===== src/hw/rtl/pcmq_pkg.sv =====
// Shared types, constants and codes for the PCM16 take qualifier.
`default_nettype none
package pcmq_pkg;

    localparam int MAX_BYTES = 4194304;

    localparam int CNT_W  = 22;
    localparam int ADDR_W = 5;
    localparam int DATA_W = 32;

    localparam logic [CNT_W-1:0] CNT_MAX    = '1;
    localparam logic [CNT_W+3:0] BYTE_LIMIT = (CNT_W + 4)'(MAX_BYTES);

    localparam logic signed [15:0] CLIP_POS = 16'sd32760;
    localparam logic signed [15:0] CLIP_NEG = -16'sd32760;
    localparam logic signed [15:0] ACT_POS  = 16'sd104;
    localparam logic signed [15:0] ACT_NEG  = -16'sd104;

    localparam logic [15:0] RATE_24K = 16'd24000;
    localparam logic [15:0] RATE_44K = 16'd44100;
    localparam logic [15:0] RATE_48K = 16'd48000;

    localparam logic [1:0] CH_MONO   = 2'd1;
    localparam logic [1:0] CH_STEREO = 2'd2;

    localparam logic [9:0] MS_SCALE = 10'd1000;

    localparam int QDEPTH  = 2;
    localparam int QPTR_W  = $clog2(QDEPTH);
    localparam int QCNT_W  = $clog2(QDEPTH + 1);

    typedef enum logic [2:0] {
        V_OK       = 3'd0,
        V_FORMAT   = 3'd1,
        V_DURATION = 3'd2,
        V_CLIPPED  = 3'd3,
        V_SILENT   = 3'd4,
        V_SILENCE  = 3'd5
    } t_verdict;

    typedef enum logic [2:0] {
        REG_CHANNELS = 3'd0,
        REG_RATE     = 3'd1,
        REG_SPEECH   = 3'd2,
        REG_MIN_MS   = 3'd3,
        REG_MAX_MS   = 3'd4,
        REG_LEAD_MS  = 3'd5,
        REG_TRAIL_MS = 3'd6
    } t_reg_idx;

    typedef enum logic [1:0] {
        B_IDLE,
        B_SCALE,
        B_CMP
    } t_bstate;

    typedef struct packed {
        logic [1:0]  channel_count;
        logic [15:0] sample_rate;
        logic        speech_mode;
        logic [13:0] min_duration_ms;
        logic [13:0] max_duration_ms;
        logic [8:0]  max_lead_silence_ms;
        logic [9:0]  max_trail_silence_ms;
    } t_cfg;

    typedef struct packed {
        logic [CNT_W-1:0] n;
        logic [CNT_W-1:0] first;
        logic [CNT_W-1:0] last;
        logic             any_active;
        logic             clip_seen;
        logic             sat;
    } t_take;

endpackage
`default_nettype wire


===== src/hw/rtl/pcm16_take_qualifier_unit.sv =====
// Top level of the PCM16 take qualifier.
// Takes one interleaved 16-bit sample per clock while full is low, no gaps needed;
// the per-sample tracker updates its compares and counters per accepted word. A
// take summary enters a two-entry queue on the final sample; the judge takes one
// at a time. push stalls (full high) only while the queue holds two takes still
// waiting to be judged; the result register is held until popped. Configuration
// registers sit at byte addresses 0, 4, ... 24; the user must write them only
// between takes' verdicts, and the block itself does not enforce this.
`default_nettype none
module pcm16_take_qualifier_unit (
    input  wire logic                        i_clk,
    input  wire logic                        i_rst_n,
    input  wire logic                        push,
    output logic                             full,
    input  wire logic [15:0]                 i_sample,
    input  wire logic                        i_final_req,
    output logic                             empty,
    input  wire logic                        pop,
    output logic [2:0]                       o_verdict,
    output logic [pcmq_pkg::CNT_W-1:0]       o_frame_total,
    output logic [pcmq_pkg::CNT_W-1:0]       o_lead_frames,
    output logic [pcmq_pkg::CNT_W-1:0]       o_trail_frames,
    input  wire logic                        psel,
    input  wire logic                        penable,
    input  wire logic                        pwrite,
    input  wire logic [pcmq_pkg::ADDR_W-1:0] paddr,
    input  wire logic [pcmq_pkg::DATA_W-1:0] pwdata,
    output logic      [pcmq_pkg::DATA_W-1:0] prdata,
    output logic                             pready
);

    pcmq_pkg::t_cfg  cfg;
    pcmq_pkg::t_take take_in, take_out;
    logic            take_push, q_pop, q_empty, accept;

    assign accept = push && !full;

    pcmq_cfg u_cfg (
        .i_clk   (i_clk),
        .i_rst_n (i_rst_n),
        .psel    (psel),
        .penable (penable),
        .pwrite  (pwrite),
        .paddr   (paddr),
        .pwdata  (pwdata),
        .prdata  (prdata),
        .pready  (pready),
        .o_cfg   (cfg)
    );

    pcmq_front u_front (
        .i_clk       (i_clk),
        .i_rst_n     (i_rst_n),
        .i_cfg       (cfg),
        .i_accept    (accept),
        .i_sample    (i_sample),
        .i_final_req (i_final_req),
        .o_take_push (take_push),
        .o_take      (take_in)
    );

    pcmq_queue u_queue (
        .i_clk   (i_clk),
        .i_rst_n (i_rst_n),
        .i_push  (take_push),
        .i_take  (take_in),
        .i_pop   (q_pop),
        .o_take  (take_out),
        .o_full  (full),
        .o_empty (q_empty)
    );

    pcmq_back u_back (
        .i_clk          (i_clk),
        .i_rst_n        (i_rst_n),
        .i_cfg          (cfg),
        .i_q_empty      (q_empty),
        .i_take         (take_out),
        .o_q_pop        (q_pop),
        .i_pop          (pop),
        .o_empty        (empty),
        .o_verdict      (o_verdict),
        .o_frame_total  (o_frame_total),
        .o_lead_frames  (o_lead_frames),
        .o_trail_frames (o_trail_frames)
    );

endmodule
`default_nettype wire


===== src/hw/rtl/pcmq_cfg.sv =====
// Configuration register file behind the APB-style port.
`default_nettype none
module pcmq_cfg (
    input  wire logic                       i_clk,
    input  wire logic                       i_rst_n,
    input  wire logic                       psel,
    input  wire logic                       penable,
    input  wire logic                       pwrite,
    input  wire logic [pcmq_pkg::ADDR_W-1:0] paddr,
    input  wire logic [pcmq_pkg::DATA_W-1:0] pwdata,
    output logic      [pcmq_pkg::DATA_W-1:0] prdata,
    output logic                            pready,
    output pcmq_pkg::t_cfg                  o_cfg
);

    pcmq_pkg::t_cfg     r_cfg;
    pcmq_pkg::t_reg_idx idx;
    logic               wr;

    assign idx    = pcmq_pkg::t_reg_idx'(paddr[4:2]);
    assign wr     = psel && penable && pwrite && pready;
    assign pready = 1'b1;
    assign o_cfg  = r_cfg;

    always_ff @(posedge i_clk) begin
        if (!i_rst_n) begin
            r_cfg.channel_count        <= 2'd1;
            r_cfg.sample_rate          <= 16'd48000;
            r_cfg.speech_mode          <= 1'b0;
            r_cfg.min_duration_ms      <= 14'd100;
            r_cfg.max_duration_ms      <= 14'd15000;
            r_cfg.max_lead_silence_ms  <= 9'd500;
            r_cfg.max_trail_silence_ms <= 10'd1000;
        end else if (wr) begin
            case (idx)
                pcmq_pkg::REG_CHANNELS: r_cfg.channel_count        <= pwdata[1:0];
                pcmq_pkg::REG_RATE:     r_cfg.sample_rate          <= pwdata[15:0];
                pcmq_pkg::REG_SPEECH:   r_cfg.speech_mode          <= pwdata[0];
                pcmq_pkg::REG_MIN_MS:   r_cfg.min_duration_ms      <= pwdata[13:0];
                pcmq_pkg::REG_MAX_MS:   r_cfg.max_duration_ms      <= pwdata[13:0];
                pcmq_pkg::REG_LEAD_MS:  r_cfg.max_lead_silence_ms  <= pwdata[8:0];
                pcmq_pkg::REG_TRAIL_MS: r_cfg.max_trail_silence_ms <= pwdata[9:0];
                default: ;
            endcase
        end
    end

    always_comb begin
        prdata = '0;
        case (idx)
            pcmq_pkg::REG_CHANNELS: prdata = 32'(r_cfg.channel_count);
            pcmq_pkg::REG_RATE:     prdata = 32'(r_cfg.sample_rate);
            pcmq_pkg::REG_SPEECH:   prdata = 32'(r_cfg.speech_mode);
            pcmq_pkg::REG_MIN_MS:   prdata = 32'(r_cfg.min_duration_ms);
            pcmq_pkg::REG_MAX_MS:   prdata = 32'(r_cfg.max_duration_ms);
            pcmq_pkg::REG_LEAD_MS:  prdata = 32'(r_cfg.max_lead_silence_ms);
            pcmq_pkg::REG_TRAIL_MS: prdata = 32'(r_cfg.max_trail_silence_ms);
            default:                prdata = '0;
        endcase
    end

endmodule
`default_nettype wire


===== src/hw/rtl/pcmq_front.sv =====
// Per-sample tracker: frame counting, clip and activity capture, take summary.
`default_nettype none
module pcmq_front (
    input  wire logic           i_clk,
    input  wire logic           i_rst_n,
    input  wire pcmq_pkg::t_cfg i_cfg,
    input  wire logic           i_accept,
    input  wire logic [15:0]    i_sample,
    input  wire logic           i_final_req,
    output logic                o_take_push,
    output pcmq_pkg::t_take     o_take
);

    logic [pcmq_pkg::CNT_W-1:0] r_cnt, n_cnt;
    logic [pcmq_pkg::CNT_W-1:0] r_first, n_first;
    logic [pcmq_pkg::CNT_W-1:0] r_last, n_last;
    logic r_phase, n_phase;
    logic r_frame_active, n_frame_active;
    logic r_clip, n_clip;
    logic r_any, n_any;

    logic signed [15:0]         s;
    logic                       stereo, completes, act, hit;
    logic [pcmq_pkg::CNT_W-1:0] frame;

    assign s         = i_sample;
    assign stereo    = (i_cfg.channel_count == pcmq_pkg::CH_STEREO);
    assign completes = !stereo || r_phase;
    assign act       = r_frame_active || (s > pcmq_pkg::ACT_POS) || (s < pcmq_pkg::ACT_NEG);
    assign hit       = completes && act;
    assign frame     = stereo ? (r_cnt >> 1) : r_cnt;

    always_comb begin
        n_clip         = r_clip || (s >= pcmq_pkg::CLIP_POS) || (s <= pcmq_pkg::CLIP_NEG);
        n_first        = (hit && !r_any) ? frame : r_first;
        n_last         = hit ? frame : r_last;
        n_any          = r_any || hit;
        n_frame_active = completes ? 1'b0 : act;
        n_phase        = stereo ? !r_phase : 1'b0;
        n_cnt          = (r_cnt < pcmq_pkg::CNT_MAX) ? r_cnt + 1'b1 : r_cnt;
    end

    assign o_take_push       = i_accept && i_final_req;
    assign o_take.n          = n_cnt;
    assign o_take.first      = n_first;
    assign o_take.last       = n_last;
    assign o_take.any_active = n_any;
    assign o_take.clip_seen  = n_clip;
    assign o_take.sat        = (r_cnt >= pcmq_pkg::CNT_MAX);

    always_ff @(posedge i_clk) begin
        if (!i_rst_n || (i_accept && i_final_req)) begin
            r_cnt          <= '0;
            r_first        <= '0;
            r_last         <= '0;
            r_phase        <= 1'b0;
            r_frame_active <= 1'b0;
            r_clip         <= 1'b0;
            r_any          <= 1'b0;
        end else if (i_accept) begin
            r_cnt          <= n_cnt;
            r_first        <= n_first;
            r_last         <= n_last;
            r_phase        <= n_phase;
            r_frame_active <= n_frame_active;
            r_clip         <= n_clip;
            r_any          <= n_any;
        end
    end

endmodule
`default_nettype wire


===== src/hw/rtl/pcmq_queue.sv =====
// Short register queue of take summaries between the tracker and the judge.
`default_nettype none
module pcmq_queue (
    input  wire logic            i_clk,
    input  wire logic            i_rst_n,
    input  wire logic            i_push,
    input  wire pcmq_pkg::t_take i_take,
    input  wire logic            i_pop,
    output pcmq_pkg::t_take      o_take,
    output logic                 o_full,
    output logic                 o_empty
);

    pcmq_pkg::t_take                 r_mem [pcmq_pkg::QDEPTH];
    logic [pcmq_pkg::QPTR_W-1:0]     r_wr, r_rd;
    logic [pcmq_pkg::QCNT_W-1:0]     r_cnt;
    logic                            do_push, do_pop;

    assign o_full  = (r_cnt == pcmq_pkg::QCNT_W'(pcmq_pkg::QDEPTH));
    assign o_empty = (r_cnt == '0);
    assign o_take  = r_mem[r_rd];
    assign do_push = i_push && !o_full;
    assign do_pop  = i_pop && !o_empty;

    always_ff @(posedge i_clk) begin
        if (do_push) begin
            r_mem[r_wr] <= i_take;
        end
    end

    always_ff @(posedge i_clk) begin
        if (!i_rst_n) begin
            r_wr  <= '0;
            r_rd  <= '0;
            r_cnt <= '0;
        end else begin
            if (do_push) begin
                r_wr <= (r_wr == pcmq_pkg::QPTR_W'(pcmq_pkg::QDEPTH - 1)) ? '0 : r_wr + 1'b1;
            end
            if (do_pop) begin
                r_rd <= (r_rd == pcmq_pkg::QPTR_W'(pcmq_pkg::QDEPTH - 1)) ? '0 : r_rd + 1'b1;
            end
            if (do_push && !do_pop) begin
                r_cnt <= r_cnt + 1'b1;
            end else if (do_pop && !do_push) begin
                r_cnt <= r_cnt - 1'b1;
            end
        end
    end

endmodule
`default_nettype wire


===== src/hw/rtl/pcmq_back.sv =====
// Verdict judge: format, duration, clip, activity and silence checks, and the result register.
`default_nettype none
module pcmq_back (
    input  wire logic                        i_clk,
    input  wire logic                        i_rst_n,
    input  wire pcmq_pkg::t_cfg              i_cfg,
    input  wire logic                        i_q_empty,
    input  wire pcmq_pkg::t_take             i_take,
    output logic                             o_q_pop,
    input  wire logic                        i_pop,
    output logic                             o_empty,
    output logic [2:0]                       o_verdict,
    output logic [pcmq_pkg::CNT_W-1:0]       o_frame_total,
    output logic [pcmq_pkg::CNT_W-1:0]       o_lead_frames,
    output logic [pcmq_pkg::CNT_W-1:0]       o_trail_frames
);

    pcmq_pkg::t_bstate r_state, n_state;

    logic [pcmq_pkg::CNT_W-1:0] r_frames, r_lead, r_trail;
    logic                       r_fmt_bad, r_clip, r_any;
    logic [29:0]                r_min_p, r_max_p;
    logic [24:0]                r_lead_p;
    logic [25:0]                r_trail_p;
    logic [31:0]                r_f1000, r_l1000, r_t1000;

    logic                       r_out_valid;
    pcmq_pkg::t_verdict         r_verdict;
    logic [pcmq_pkg::CNT_W-1:0] r_out_frames, r_out_lead, r_out_trail;

    logic                       stereo, rate_ok, ch_ok, fmt_bad;
    logic [pcmq_pkg::CNT_W-1:0] frames, lead, trail;
    logic                       out_free, load_out, load_s1;
    pcmq_pkg::t_verdict         verdict;

    assign stereo  = (i_cfg.channel_count == pcmq_pkg::CH_STEREO);
    assign ch_ok   = (i_cfg.channel_count == pcmq_pkg::CH_MONO) || stereo;
    assign rate_ok = (i_cfg.sample_rate == pcmq_pkg::RATE_24K) ||
                     (i_cfg.sample_rate == pcmq_pkg::RATE_44K) ||
                     (i_cfg.sample_rate == pcmq_pkg::RATE_48K);

    always_comb begin
        frames  = stereo ? (i_take.n >> 1) : i_take.n;
        lead    = i_take.any_active ? i_take.first : frames;
        trail   = (i_take.any_active && (i_take.last < frames)) ?
                  frames - i_take.last - 1'b1 : '0;
        fmt_bad = !ch_ok || (i_cfg.speech_mode && !(i_cfg.channel_count == pcmq_pkg::CH_MONO))
                  || !rate_ok || i_take.sat
                  || ({3'b0, i_take.n, 1'b0} > pcmq_pkg::BYTE_LIMIT)
                  || (stereo && i_take.n[0]);
    end

    assign out_free = !r_out_valid || i_pop;

    always_comb begin
        n_state = r_state;
        case (r_state)
            pcmq_pkg::B_IDLE:  if (!i_q_empty) n_state = pcmq_pkg::B_SCALE;
            pcmq_pkg::B_SCALE: n_state = pcmq_pkg::B_CMP;
            pcmq_pkg::B_CMP:   if (out_free) n_state = pcmq_pkg::B_IDLE;
            default:           n_state = pcmq_pkg::B_IDLE;
        endcase
    end

    always_comb begin
        o_q_pop  = 1'b0;
        load_s1  = 1'b0;
        load_out = 1'b0;
        case (r_state)
            pcmq_pkg::B_IDLE: begin
                o_q_pop = !i_q_empty;
                load_s1 = !i_q_empty;
            end
            pcmq_pkg::B_CMP:  load_out = out_free;
            default: ;
        endcase
    end

    always_comb begin
        if (r_fmt_bad) begin
            verdict = pcmq_pkg::V_FORMAT;
        end else if ((r_f1000 < 32'(r_min_p)) || (r_f1000 > 32'(r_max_p))) begin
            verdict = pcmq_pkg::V_DURATION;
        end else if (r_clip) begin
            verdict = pcmq_pkg::V_CLIPPED;
        end else if (!r_any) begin
            verdict = pcmq_pkg::V_SILENT;
        end else if ((r_l1000 > 32'(r_lead_p)) || (r_t1000 > 32'(r_trail_p))) begin
            verdict = pcmq_pkg::V_SILENCE;
        end else begin
            verdict = pcmq_pkg::V_OK;
        end
    end

    always_ff @(posedge i_clk) begin
        if (!i_rst_n) begin
            r_state     <= pcmq_pkg::B_IDLE;
            r_out_valid <= 1'b0;
        end else begin
            r_state <= n_state;
            if (load_out) begin
                r_out_valid <= 1'b1;
            end else if (i_pop) begin
                r_out_valid <= 1'b0;
            end
        end
    end

    always_ff @(posedge i_clk) begin
        if (load_s1) begin
            r_frames  <= frames;
            r_lead    <= lead;
            r_trail   <= trail;
            r_fmt_bad <= fmt_bad;
            r_clip    <= i_take.clip_seen;
            r_any     <= i_take.any_active;
            r_min_p   <= 30'(i_cfg.min_duration_ms) * 30'(i_cfg.sample_rate);
            r_max_p   <= 30'(i_cfg.max_duration_ms) * 30'(i_cfg.sample_rate);
            r_lead_p  <= 25'(i_cfg.max_lead_silence_ms) * 25'(i_cfg.sample_rate);
            r_trail_p <= 26'(i_cfg.max_trail_silence_ms) * 26'(i_cfg.sample_rate);
        end
        if (r_state == pcmq_pkg::B_SCALE) begin
            r_f1000 <= 32'(r_frames) * 32'(pcmq_pkg::MS_SCALE);
            r_l1000 <= 32'(r_lead) * 32'(pcmq_pkg::MS_SCALE);
            r_t1000 <= 32'(r_trail) * 32'(pcmq_pkg::MS_SCALE);
        end
        if (load_out) begin
            r_verdict    <= verdict;
            r_out_frames <= r_frames;
            r_out_lead   <= r_lead;
            r_out_trail  <= r_trail;
        end
    end

    assign o_empty        = !r_out_valid;
    assign o_verdict      = r_verdict;
    assign o_frame_total  = r_out_frames;
    assign o_lead_frames  = r_out_lead;
    assign o_trail_frames = r_out_trail;

endmodule
`default_nettype wire


===== config.mk =====
export PLATFORM = sky130hd
export DESIGN_NAME = pcm16_take_qualifier_unit
export DESIGN_NICKNAME = d
export VERILOG_FILES = /design/src/hw/rtl/pcmq_pkg.sv /design/src/hw/rtl/pcm16_take_qualifier_unit.sv /design/src/hw/rtl/pcmq_cfg.sv /design/src/hw/rtl/pcmq_front.sv /design/src/hw/rtl/pcmq_queue.sv /design/src/hw/rtl/pcmq_back.sv
export SDC_FILE = /design/constraint.sdc
export NUM_CORES = 2
export LEC_CHECK = 0
export ABC_AREA = 1
export BUFFER_PORTS_ARGS = -buffer_cell sky130_fd_sc_hd__buf_2
export CAP_MARGIN = 30
export CORE_UTILIZATION = 55
export DETAILED_ROUTE_END_ITERATION = 10
export GPL_ROUTABILITY_DRIVEN = 0
export PLACE_DENSITY_LB_ADDON = 0.15
export SETUP_SLACK_MARGIN = 0.4
export SLEW_MARGIN = 40
export SYNTH_ARGS = -nofsm -noshare
export SYNTH_HDL_FRONTEND = slang
export SYNTH_HIERARCHICAL = 1
export SYNTH_SLANG_ARGS = --single-unit

===== constraint.sdc =====
create_clock -name i_clk -period 32.4 [get_ports i_clk]
set_clock_uncertainty 0.1 [all_clocks]
set_input_delay 3.24 -clock i_clk [delete_from_list [all_inputs] [get_ports i_clk]]
set_output_delay 3.24 -clock i_clk [all_outputs]
set_load 0.005 [all_outputs]

* Yosys cells after proc, flatten, opt, wreduce, memory -nomap -nowiden
Memories as Yosys holds them, arrays and structs flattened. A register that Yosys moved wholly into a read port is not among the register bits.
Index checks and enable logic that the tools add are counted.
** Word-level totals
- Flip-flop bits (word level) :: 479
- Bits in writable memories :: 138
- Output and inout bits :: 104
- Word-level logic and storage cells :: 165
- Memories kept :: 1
** Operators by class
- Add/sub/neg operators :: 7
- Multiply operators :: 7
- Order comparisons :: 12
- Eq/ne operators :: 16
- Multiplexer cells :: 28
- Reduce and logical (&&, ||, !) cells :: 57
** Memory list
- u_queue.r_mem :: words 2, bits a word 69, read ports 1, clocked after memory_dff 1, write ports 1, line pcmq_queue.sv:14 : pcmq_pkg::t_take r_mem [pcmq_pkg::QDEPTH];
** Operators with widths (count)
- 22-bit 2-to-1 mux :: 6
- 16-bit case mux with 7 select lines :: 1
- 22-bit by 7-bit multiplier with 29-bit output (second input constant) :: 3
- 14-bit by 16-bit multiplier with 30-bit output :: 2
- 16-bit equality test (second input constant) :: 2
- 32-bit by 25-bit greater-than comparator with 1-bit output :: 1
- 32-bit by 26-bit greater-than comparator with 1-bit output :: 1
- 32-bit by 30-bit greater-than comparator with 1-bit output :: 1
- 32-bit by 30-bit less-than comparator with 1-bit output :: 1
- 10-bit by 16-bit multiplier with 26-bit output :: 1
- 9-bit by 16-bit multiplier with 25-bit output :: 1
- 23-bit greater-than comparator (second input constant) :: 1
- 22-bit by 1-bit adder with 22-bit output (second input constant) :: 1
- 22-bit >= comparator (second input constant) :: 1
- 22-bit less-than comparator :: 1
- 22-bit less-than comparator (second input constant) :: 1
- 22-bit by 1-bit subtractor with 22-bit output (second input constant) :: 1
- 22-bit subtractor :: 1
- 1-bit logical OR :: 18
- 16-bit by 15-bit equality test with 1-bit output (second input constant) :: 1
- 16-bit >= comparator (second input constant) :: 1
- 16-bit by 8-bit greater-than comparator with 1-bit output (second input constant) :: 1
- 16-bit <= comparator (second input constant) :: 1
- 16-bit by 8-bit less-than comparator with 1-bit output (second input constant) :: 1
- 21 further kinds :: 77

* Logic depth before layout (Yosys ltp)
- Depth in word-level cells :: 9
- Gate-level depth with buffers :: 27
- Mapped depth without buffers :: 25

* Cells and area by module
The synthesis kept the hierarchy.
** By module, submodules not included
- pcmq_back :: instances 1, cells an instance 6038, area each 52166.3 um^2, sequential area each 10149.7 um^2
- pcmq_queue :: instances 1, cells an instance 253, area each 5262.5 um^2, sequential area each 4244.1 um^2
- pcmq_front :: instances 1, cells an instance 751, area each 4581.9 um^2, sequential area each 1401.3 um^2
- pcmq_cfg :: instances 1, cells an instance 511, area each 3539.6 um^2, sequential area each 1321.3 um^2
- pcm16_take_qualifier_unit :: instances 1, cells an instance 2, area each 10.0 um^2, sequential area each 0.0 um^2

* Worst setup path before layout
Ideal clock, no wire load.
- Path kind :: reg-to-reg
- Start :: register u_queue/r_cnt[0] (netlist name)
- End :: register u_queue/r_cnt[1] (netlist name)
- Library setup time :: 0.064 ns
- Arrival :: 13.900 ns
- Path slack :: 18.336 ns
- Cell stages (with the launch flop) :: 12
- Buffers on the path :: 0
- Clock period less this slack :: 14.064 ns
- Cell sequence :: dfxtp_1 nor2_1 nor3_1 inv_1 nor2_1 inv_1 ha_1 inv_1 nand3_1 nand2_1 inv_1 nor2_1
** On the way
- Elaborated cells on any way between the ends :: 18
- Classes of those cells :: add/sub: 2; eq/ne: 1; mux: 3; reduce/logical: 12
** RTL lines
- from (decl) :: line pcmq_queue.sv:16 : logic [pcmq_pkg::QCNT_W-1:0] r_cnt;
- from (signal assigned) :: line pcmq_queue.sv:44 : r_cnt <= r_cnt + 1'b1;
- from (signal assigned) :: line pcmq_queue.sv:46 : r_cnt <= r_cnt - 1'b1;
- 2-bit logical NOT * :: line pcmq_queue.sv:20 : assign o_empty = (r_cnt == '0);
- net q_empty :: line pcm16_take_qualifier_unit.sv:34 : logic take_push, q_pop, q_empty, accept;
- 1-bit logical NOT *
- 1-bit 2-to-1 mux * :: line pcmq_back.sv:69 : case (r_state)
- net q_pop :: line pcm16_take_qualifier_unit.sv:34
- 1-bit logical AND * :: line pcmq_queue.sv:23 : assign do_pop = i_pop && !o_empty;
- 1-bit logical NOT :: line pcmq_queue.sv:43 : if (do_push && !do_pop) begin
- 1-bit logical AND :: line pcmq_queue.sv:43
- 2-bit 2-to-1 mux or 2-bit nonzero test (tied branches)
Mark *: on every way through the listed nets, which the timed path passes. The rest lies on a longest branch. The select of a mux whose other input is x is not followed.
A chain may end at the register's enable or synchronous reset.

* Final worst setup path
- Start :: input port paddr[2] (netlist name)
- End :: output port prdata[5] (netlist name)
** On the way
- Longest elaborated chain between the ends :: 2
- Elaborated cells on any way between the ends :: 8
- Classes of those cells :: eq/ne: 6; mux: 1; reduce/logical: 1
** RTL lines
- from (decl) :: line pcm16_take_qualifier_unit.sv:26 : input wire logic [pcmq_pkg::ADDR_W-1:0] paddr,
- 3-bit equality test, or another cell as far along :: line pcmq_cfg.sv:50 : case (idx)
- 16-bit case mux with 7 select lines * :: line pcmq_cfg.sv:50
- to (decl) :: line pcm16_take_qualifier_unit.sv:28 : output logic [pcmq_pkg::DATA_W-1:0] prdata,
Every way passes the cells marked *; elsewhere a longest branch is shown, timed or not.

==> flow_metrics.tcl <==
set metrics [dict create \
    status "finished, final reports clean" \
    netlist_area_mm2 0.0656 \
    port_buffers 129 \
    hpwl_um 123000 \
    fp-row-count 126 \
    layout.nets 8995 \
    wirelength_um 163000 \
    hold_violations 0 \
    finalSetupViolCount 0 \
    start_kind "primary input" \
    die_y_um 347 \
    max_freq_mhz 119 \
    core_mm2 0.118 \
    tightest_slew_ps 864 \
    path_max_fanout 17 \
    slowest_stage "nor2_2" \
    relSlewSlack_pct 42.4 \
    first_iter_violations 3709 \
    chipWidth_um 347 \
    drt-vias-per-instance 5.36 \
    cts.sinks 618 \
    post-place-ws_ps 24070 \
    via_count 48900 \
    cts_setup_buffers 0 \
    drive_gt1_share_pct 6.99 \
    fill_cells 10400 \
    antenna_left 0 \
    grt_pass1_wl_um 262000 \
    path_cells "buf_2 > nand2_1 > nor2_2 > nand2_1 > nand2_1 > nor2_1 > nand2_1 > buf_2" \
    yosys_warnings 6 \
    area_growth_syn_to_layout_pct 6.28 \
    start_util_pct 55.5 \
    overflow 0 \
    post-route-drc-count 0 \
    fin_crit_ps 8370 \
    ff_latch_area_mm2 0.0172 \
    dieArea_mm2 0.121 \
    seq_area_frac_synth_pct 26.1 \
    hold_class "reg2reg" \
    cts_tree "built" \
    cap_violations 0 \
    track_usage_pct 27.5 \
    io-pin-count 165 \
    layout_setup_ws_ps 24030 \
    antenna_found_initial 4 \
    rsz0062_at_grt "false" \
    setup_tns_ps 0 \
    min_period_over_period_pct 25.8 \
    endpoint_kind "output port" \
    crit_path_frequent_cell "nand2_1" \
    htree_levels 3 \
    cp.arrival_ps 5030 \
    ys_ff_latch 618 \
    synthCells 7555 \
    grt_pass1_vias 49300 \
    cts_resized 0 \
    wl_per_cell_um 17.8 \
    cts_made_buffers 72 \
    avgSynthCellArea_um2 8.68 \
    critPathKind "in2out" \
    clk_pin_slew_ps 60 \
    drv_slew 0 \
    clk_path_buf_depth 3 \
    drt_first_pass_iters 6 \
    design_area_mm2 0.0697 \
    clk_latency_ps 670 \
    worstPathRequired_ps 29060 \
    holdBufCountCts 0 \
    multi_input_area_mm2 0.0408 \
    placed_cell_area_mm2 0.0672 \
    grt_max_degree 115 \
    ys_types 71 \
    critPathMaxStageDelay_ps 590 \
    cts_root_buf "clkbuf_16" \
]
-- synthesized netlist by cell type, drive strengths merged --
cell type	n	area, um2
nor2	435	1740
conb	2	7.51
nand4	94	594
o2111ai	5	43.8
xor2	127	1120
a21o	35	263
nand3b	4	30.0
clkinv	1	3.75
and3	2	12.5
edfxtp	474	14200
o21a	25	188
ha	635	7950
nor3b	2	15.0
a21boi	16	128
fa	774	15500
nor4	15	106
a31o	1	8.76
buf	91	653
and2	3	18.8
a31oi	16	100
inv	1694	6370
o311ai	4	35.0
nand2	1766	6720
o21bai	27	218
a211oi	12	95.1
o31ai	3	22.5
o31a	1	8.76
or2	9	56.3
mux2	70	826
xnor2	44	385
a21oi	278	1460
o21ai	246	1290
o211ai	4	35.0
nand3	245	1390
dfxtp	144	2880
clkbuf	192	721
nor3	59	337
-- metrics by stage --
step,util (%),instances,hold WS (ps)
2_1_floorplan,-,7570,320
3_3_place_gp,56.9,8986,347
3_5_place_dp,56.9,8986,363
4_1_cts,59.0,9117,372
5_1_grt,59.0,9120,405
6_report,59.0,9121,371
-- state kept, by name (all words and copies together) (netlist names), 25 cells and up, named ones only --
signal	flops
u_back/r_f1000	29
u_back/r_l1000	29
u_back/r_lead_p	25
u_back/r_max_p	30
u_back/r_min_p	30
u_back/r_t1000	29
u_back/r_trail_p	26
u_cfg/o_cfg	66
u_queue/r_mem	138
-- cells in the final DEF (no fill, tap or decap), types with 126 or more instances in the layout --
cell type and n:
nand2_1 1736, inv_1 1681, fa_1 774, ha_1 635
edfxtp_1 474, nor2_1 413, a21oi_1 266, nand3_1 221
o21ai_0 171, buf_2 129, xor2_1 126
-- routing by layer --
layer	track usage (%)	vias to the layer above	part of all wire [%]
met5	0	-	0
met4	8.04	0	2.6
met3	3.72	250	6.8
met2	45.1	1618	47
met1	38.0	23800	44
li1	-	23200	-
-- cells by family after synthesis --
group	count (synthesis)	share of synthesized area, %
mux	70	1.26
xor+xnor	171	2.30
flops	618	26.1
compound gates	673	5.94
buf+inv	1978	11.8
simple gates	2634	16.8
other cells	2	0.0115
fa+ha+maj	1409	35.8
-- worst max-delay path: cells and delay by family --
kind,cells,cell delay [ps]
buf+inv,2,620
simple gates,6,1160
-- cell type report --
cell class	count	area share (%)
antenna	3	0.0108
clock buffer	84	2.68
clock inverter	47	0.858
inverter	1695	9.15
multi-input combinational	4974	58.5
sequential	618	24.6
tap	1536	2.76
timing repair buffer	164	1.37
-- path summary, 6_finish.rpt --
| kind | from | endpoint | slack (ps) | cells after the start |
|---|---|---|---|---|
| max reg2reg | u_cfg/o_cfg[52] | u_back/r_min_p[27] | 25630 | 19 |
| min | u_front/r_frame_active | u_front/r_frame_active | 370 | 2 |
| min reg2reg | u_front/r_frame_active | u_front/r_frame_active | 370 | 2 |
| max | paddr[2] | prdata[5] | 24030 | 8 |
Power is not shown: default switching activity piles up to over one toggle a cycle in this logic, so the estimate is an artifact.
